## src/hdl/ldil_pkg.sv

```systemverilog
package ldil_pkg;

    // Width of each configuration register and of the row position
    localparam int CFG_W        = 11;
    localparam int ROW_W        = 11;
    localparam int HEIGHT_LIMIT = 1024;

    typedef struct packed {
        logic [7:0] in_pixel;
        logic       flush_tick;
    } in_item_t;

    typedef struct packed {
        logic [7:0] out_pixel;
        logic       out_last;
    } out_item_t;

    typedef enum logic [0:0] {
        REG_IMAGE_WIDTH  = 1'b0,
        REG_IMAGE_HEIGHT = 1'b1
    } cfg_reg_t;

    typedef struct packed {
        logic en;
        logic clr;
    } cell_ctrl_t;

endpackage

```

## src/hdl/ldil_cell.sv

```systemverilog
module ldil_cell
    import ldil_pkg::*;
#(
    parameter int PIXEL_BITS = 8
)
(
    input  logic                         clk,
    input  logic                         rst_n,
    input  cell_ctrl_t                   ctrl,
    input  logic [2:0][PIXEL_BITS-1:0]   col_in,
    output logic [2:0][PIXEL_BITS-1:0]   col_out
);

    logic [2:0][PIXEL_BITS-1:0] col_reg;

    // Take the neighbor's column, or drop to zero at a row or frame boundary
    always_ff @(posedge clk or negedge rst_n)
    begin
        if (!rst_n)
        begin
            col_reg <= '0;
        end
        else if (ctrl.en)
        begin
            col_reg <= ctrl.clr ? '0 : col_in;
        end
    end

    assign col_out = col_reg;

endmodule

```

## config.mk

```make
export PLATFORM = sky130hd
export DESIGN_NAME = ldil_cell
export DESIGN_NICKNAME = d
export VERILOG_FILES = /design/src/hdl/ldil_pkg.sv /design/src/hdl/ldil_cell.sv
export SDC_FILE = /design/constraint.sdc
export NUM_CORES = 1
export LEC_CHECK = 0
export BUFFER_PORTS_ARGS = -buffer_cell sky130_fd_sc_hd__clkbuf_2
export CAP_MARGIN = 0
export CORE_ASPECT_RATIO = 2
export CORE_MARGIN = 1.5
export CORE_UTILIZATION = 42
export CTS_BUF_LIST = sky130_fd_sc_hd__clkbuf_4
export CTS_CLUSTER_SIZE = 24
export DETAILED_ROUTE_END_ITERATION = 10
export PLACE_DENSITY = 0.8
export SETUP_SLACK_MARGIN = 0.2
export SLEW_MARGIN = 10
export SYNTH_ARGS = -nofsm -noshare
export SYNTH_HDL_FRONTEND = slang
export SYNTH_SLANG_ARGS = --single-unit
```

## constraint.sdc

```tcl
create_clock -name clk -period 0.8 [get_ports clk]
set_input_delay 0.16 -clock clk [delete_from_list [all_inputs] [get_ports clk]]
set_output_delay 0.16 -clock clk [all_outputs]
set_load 0.01 [all_outputs]
```

==> results.txt, run 1 <==
----------------------------------------------------
[GRT]
  Wire length of the first global-routing pass ... 4015 um
  Number of global-route vias before repair ... 970
  Overall Global Routing Usage ... 18.26%
  Largest net degree at the start of global routing ... 33
  Overall overflow remaining after global route ... 0
  Number of antenna violations at the first check in global routing ... 0

[Setup path]
  R2R setup slack ... -0.03 ns
  Worst Setup Start Kind ... flop
  Kind of critical path ... reg2out
  CP Buf/Inv Count ... 1
  Critical path launch point ... col_out[20]
  Cell at the slowest stage of the critical path ... sky130_fd_sc_hd__dfrtp_1
  Critical path fanouts, max ... 2
  Crit path DAT ... 0.88 ns
  Category of the worst setup path capture point ... output pin
  R2r worst-path depth ... 4
  FF-to-FF Start ... col_out[20]
  Critical Path RT ... 0.64 ns
  Kind of cell adding the most delay to the critical path ... flip-flops
  Slowest stage delay, CP ... 0.42 ns
  Worst reg2reg path endpoint ... col_out[20]
  Cell Chain, Critical Path ... buf_2

[Clock tree]
  Clk root buf ... sky130_fd_sc_hd__clkbuf_4
  CTS buffer count ... 3
  Clock tree from TritonCTS ... built
  Maximum count of clock buffers along a single path ... 2
  H-Tree Level Count ... 1
  Total clock sinks ... 24
  Clk_lat worst skew ... 0.30 ns
  Clock-pin slew of the registers on the worst-case setup and hold paths ... 0.12 ns

[Die]
  Initial standard-cell utilization of the core ... 44.79%
  DIE WIDTH ... 40.02 um
  Number of core rows ... 26
  Die area ... 3083 um2
  CORE AREA ... 2570 um2
  Die boundary height ... 77.04 um
  I/O pin count ... 52

[Drt]
  Routed wire per std cell ... 13.24 um
  First-pass DRT Iterations ... 4
  Routed vias ... 909
  Drt total wl ... 2542 um
  Post-detailed-route DRC marker count ... 0
  Initial DRC count ... 10
  ANT nets after route ... 0
  Vias per cell ... 4.734

[Logic synthesis]
  Library cell occupying the most area in the post-synthesis netlist ... sky130_fd_sc_hd__dfrtp_1
  Synth async-reset ratio ... 100.0%
  Post-synth top area share ... 52.17%
  Yosys reg bits ... 24
  Cell count after synthesis ... 103
  Dominant synthesized flop cell ... sky130_fd_sc_hd__dfrtp_1
  Area of the mapped netlist ... 1151 um2
  Leading post-synthesis cells by cell area ... sky130_fd_sc_hd__dfrtp_1, sky130_fd_sc_hd__nand3b_1, sky130_fd_sc_hd__nand3b_4, sky130_fd_sc_hd__o21ai_1, sky130_fd_sc_hd__inv_1
  Post-synthesis average cell area ... 11.18 um2
  Syn_nets ... 131
  Top cell types by occurrence after synthesis ... sky130_fd_sc_hd__dfrtp_1, sky130_fd_sc_hd__inv_1, sky130_fd_sc_hd__nand3b_1, sky130_fd_sc_hd__o21ai_1
  Total of warnings raised by yosys ... 0
  Number of enable-type register cells in the synthesized netlist ... 0
  Sequential-to-total area share from yosys stat ... 52.17%
  Post-synthesis cell type count ... 9

[Finish]
  Area Growth Syn to Fin ... 36.85%
  Number of flip-flops under the largest register name ... 24
  Total Nets Final ... 193
  Share of final-layout standard cells stronger than drive strength 1 ... 58.54%
  Number of fillers in the final layout ... 235
  Final instance area ... 1575 um2
  Antenna fix cells ... 0

[Timing]
  Period minus WS final ... 1.037 ns
  Tightest hold margin ... -0.1907 ns
  Achievable clock frequency ... 0.9640 GHz
  Period utilization ... 129.7%
  Clock Skews ... 0 ns
  Final setup margin ... -0.2373 ns
  RSZ-0062 raised after global routing ... true
  Hold violation count in the final report ... 24
  Number of slew-limit violations in the final report ... 0
  Tightest Pin Transition ... 0.3680 ns
  Number of setup violations in the final report ... 26
  Worst max-slew margin expressed relative to the limit ... 75.46%

[Pwr]
  Static Leakage ... 0.0008610 uW
  Post-route total power ... 2486 uW
  Worst VDD drop ... 1418 uV
  Ratio of total power to cell area ... 1578 nW/um2

[Placement]
  Post-detail-place hpwl ... 1875 um
  GP Congestion ... 0.6923
  # port buffers ... 51
  Placement Cell Area ... 1414 um2

[Hold path]
  Class of the tightest hold or removal check ... in2async

[Run status]
  Violated checks ... negative hold slack, negative setup slack
  Outcome ... finished with violations

[Run]
  Total of max-cap violations ... 0

----------------------------------------------------
==> kinds of logic (layout without fill, tap and decap cells) <==
kind of cell           Yosys count  in the layout  synth area share (%)
AOI/OAI and AO/OA               24             24                 12.39
buffers and inverters           31             92                 13.26
DFF                             24             24                 52.17
and+or+nand+nor                 24             24                 22.17
==> per-layer routing <==
metal	routed length (um)	GRT usage, %	vias to the layer above	part of all wire [%]
met2	1425	30.48	33	56
met4	55	9.655	0	2.2
li1	-	-	456	-
met3	109	2.601	6	4.3
met5	0	0	-	0
met1	951	20.47	414	37
==> worst max path at each step <==
stage / end / slack [ns] / depth (start not counted)
2_1_floorplan: col_out[21] / 0.15 / 4
3_3_place_gp: col_out[4] / -0.03 / 3
3_5_place_dp: col_out[2] / -0.07 / 3
4_1_cts: col_out[10] / -0.23 / 1
5_1_grt: col_out[20] / -0.26 / 1
6_report: col_out[20] / -0.24 / 1
==> cell usage in the layout (no fill, tap or decap), drive strengths merged <==
cell type,n
inv,24
dfrtp,24
o21ai,24
clkbuf,53
buf,14
nand3b,24
clkinv,1
==> stage by stage <==
stage | TNS (ns) | std cells | worst slack, ns | utilization (%)
global route | -5.890 | 192 | -0.2581 | 61.30
finish | -4.979 | 192 | -0.2373 | 61.30
detailed placement | -1.145 | 178 | -0.07094 | 55.01
global placement | -0.1871 | 178 | -0.03187 | 55.01
floorplan | 0 | 103 | 0.1532 | -
CTS | -5.047 | 186 | -0.2277 | 57.79
==> repair_timing <==
action                     4_1_cts  5_1_grt
setup endpoints to repair       48       48
pin swaps                        1        0
setup buffers                    4        6
gates resized for setup          8       20
hold endpoints to repair        24       24
==> area by class of cell <==
class | instances | area [um2] | area share, %
Clock buffer | 3 | 22.52 | 1.430
Timing Repair Buffer | 64 | 402.9 | 25.58
Inverter | 24 | 90.09 | 5.719
Tap cell | 28 | 35.03 | 2.224
Sequential cell | 24 | 600.6 | 38.13
Clock inverter | 1 | 3.754 | 0.2383
Multi-Input combinational cell | 48 | 420.4 | 26.69
==> power by group <==
part	internal (uW)	switching (uW)
registers	1310	60.1
clock network	182	350
logic	296	289
total	1790	700
Power figures use the tool's default switching activity.
==> run 2: changes to the inputs <==
ABC_CLOCK_PERIOD_IN_PS = 800   (was default)
CORE_ASPECT_RATIO = 1.75   (was 2)
CORE_UTILIZATION = 48   (was 42)
PLACE_DENSITY = 0.88   (was 0.8)
==> run 2 against run 1 <==
Against the previous run:
- the flow still finishes with violations (negative hold slack, negative setup slack)
- register-to-register slack about the same
- sequential share of layout area shrank 1.3 points
- final area increased by 3.7%
- hold slack improved by 0.0023 ns
- first-iteration DRC count rose by 40%
- total power is 2.3% higher
- via count increased by 4.2%
- critical path type unchanged
- largest power group unchanged
==> results.txt, run 2 (synthesis gave the netlist of run 1 again) <==
----------------------------------------------------
[Drt]
  Routed length on met2 ... 1339 um
  Post-detailed-route DRC marker count ... 0
  Routed wire length on met3 ... 122 um
  Vias per cell ... 4.881
  Top layer reached by signal wires ... met4
  Wire length the detailed router placed on met1 ... 1006 um
  First-pass DRT Iterations ... 4
  Drt total wl ... 2494 um
  Routed vias ... 947
  Initial DRC count ... 14
  Routed wire per std cell ... 12.86 um
  ANT nets after route ... 0

[Clock tree]
  Maximum count of clock buffers along a single path ... 2
  CTS buffer count ... 3
  Clk_lat worst skew ... 0.30 ns
  Clock tree from TritonCTS ... built
  H-Tree Level Count ... 1
  Total clock sinks ... 24
  Clock-pin slew of the registers on the worst-case setup and hold paths ... 0.12 ns
  Clk root buf ... sky130_fd_sc_hd__clkbuf_4

[Finish]
  Number of fillers in the final layout ... 177
  Layout Utilization ... 71.82%
  Most used cells in the layout excluding fill and tap cells ... sky130_fd_sc_hd__clkbuf_2, sky130_fd_sc_hd__dfrtp_1, sky130_fd_sc_hd__nand3b_1, sky130_fd_sc_hd__buf_6, sky130_fd_sc_hd__inv_2
  Number of flip-flops under the largest register name ... 24
  Leading cell type in the layout, fill and taps excluded ... sky130_fd_sc_hd__clkbuf_2
  Area Growth Syn to Fin ... 41.85%
  Total Nets Final ... 198
  Share of final-layout standard cells stronger than drive strength 1 ... 62.72%
  Antenna fix cells ... 0

[Pwr]
  Psw ... 717.5 uW
  Int Power ... 1824 uW
  Static Leakage ... 0.0008910 uW
  Switching fraction of total power ... 28.22%
  Proportion of power drawn by flip-flops and latches ... 53.9%
  Share of power burned in the clock network ... 20.9%
  Power share of the combinational group ... 25.2%
  Worst VDD drop ... 1189 uV
  Ratio of total power to cell area ... 1557 nW/um2

[Die]
  Die area ... 2713 um2
  Die boundary height ... 67.78 um
  Number of core rows ... 23
  DIE WIDTH ... 40.02 um
  Initial standard-cell utilization of the core ... 50.63%
  I/O pin count ... 52
  CORE AREA ... 2273 um2

[Setup path]
  Category of the worst setup path capture point ... output pin
  Critical path launch point ... col_out[1]
  Slowest stage delay, CP ... 0.42 ns
  Critical path fanouts, max ... 2
  Cell at the slowest stage of the critical path ... sky130_fd_sc_hd__dfrtp_1
  Kind of cell adding the most delay to the critical path ... flip-flops
  Critical Path RT ... 0.64 ns
  Worst Setup Start Kind ... flop
  CP Buf/Inv Count ... 1
  Cell Chain, Critical Path ... clkbuf_2
  Crit path DAT ... 0.87 ns
  Kind of critical path ... reg2out
  FF-to-FF Start ... col_out[0]

[Timing]
  Tightest Pin Transition ... 0.3647 ns
  Clock Skews ... 0 ns
  Period minus WS final ... 1.033 ns
  Achievable clock frequency ... 0.9681 GHz
  Number of setup violations in the final report ... 25
  Period utilization ... 129.1%
  RSZ-0062 raised after global routing ... true
  Number of slew-limit violations in the final report ... 0
  Final setup margin ... -0.2329 ns
  Tightest hold margin ... -0.1884 ns
  Hold violation count in the final report ... 24
  Worst max-slew margin expressed relative to the limit ... 75.69%

[GRT]
  Largest net degree at the start of global routing ... 31
  Overall Global Routing Usage ... 19.35%
  Number of global-route vias before repair ... 860
  Overall overflow remaining after global route ... 0
  Number of antenna violations at the first check in global routing ... 0
  Wire length of the first global-routing pass ... 3643 um

[Placement]
  Worst setup slack before clock tree synthesis ... -0.06565 ns
  # port buffers ... 51
  GP Congestion ... 0.7075
  Post-detail-place hpwl ... 1609 um

[Run status]
  Violated checks ... negative hold slack, negative setup slack
  Outcome ... finished with violations

[Run]
  Total of max-cap violations ... 0

[Hold path]
  Class of the tightest hold or removal check ... in2async

----------------------------------------------------
[run 2: cell types whose count changed in the layout (fill, tap and decap cells not counted)]
| cell | delta |
|---|---|
| sky130_fd_sc_hd__inv_2 | +3 |
| sky130_fd_sc_hd__buf_2 | -1 |
| sky130_fd_sc_hd__buf_6 | +5 |
| sky130_fd_sc_hd__clkbuf_2 | +1 |
| sky130_fd_sc_hd__inv_1 | -5 |
| sky130_fd_sc_hd__inv_4 | +2 |
[run 2: layer usage]
layer,vias to the layer above,GRT usage (%)
li1,464,-
met1,448,23.11
met2,33,32.26
met3,2,1.974
met4,0,10.34
met5,-,0
[run 2: cell type report]
class | count | area, um2 | area share [%]
Sequential cell | 24 | 600.6 | 36.78
Timing Repair Buffer | 69 | 459.2 | 28.12
Multi-Input combinational cell | 48 | 420.4 | 25.75
Inverter | 24 | 95.09 | 5.824
Tap cell | 25 | 31.28 | 1.916
Clock buffer | 3 | 22.52 | 1.379
Clock inverter | 1 | 3.754 | 0.2299
[run 2: final timing paths]
kind                                     to  slack [ns]  cells past startpoint
worst max-delay path             col_out[1]       -0.23                      1
worst min-delay path            col_out[17]       -0.19                      2
worst max register to register   col_out[0]       -0.03                      4
worst min register to register  col_out[23]        0.52                      2
max in group asynchronous       col_out[16]        0.75                      2
min in group clk                col_out[13]        0.07                      3
[run 2: power by group through the flow]
stage	sequential, uW	combinational (uW)	clock, uW
4_1_cts	1360	549	543
3_3_place_gp	1380	461	0
6_report	1370	641	530
3_5_place_dp	1380	481	0
5_1_grt	1380	693	615
2_1_floorplan	1430	217	0
[run 2: timing repair]
| action | 4_1_cts | 5_1_grt |
|---|---|---|
| resized for setup | 14 | 25 |
| endpoints found under the setup margin | 48 | 48 |
| setup buffers | 8 | 7 |
| pin swaps | 3 | 6 |
| hold endpoints to repair | 24 | 24 |
[run 2: stage by stage]
step / setup TNS, ns / cells / cell area (um2) / total power [uW]
floorplan: 0 / 103 / 1160 / 1644
global placement: -0.1122 / 175 / 1410 / 1840
detailed placement: -0.9515 / 175 / 1410 / 1862
CTS: -4.899 / 187 / 1515 / 2452
global route: -6.290 / 194 / 1633 / 2690
finish: -5.019 / 194 / 1633 / 2542
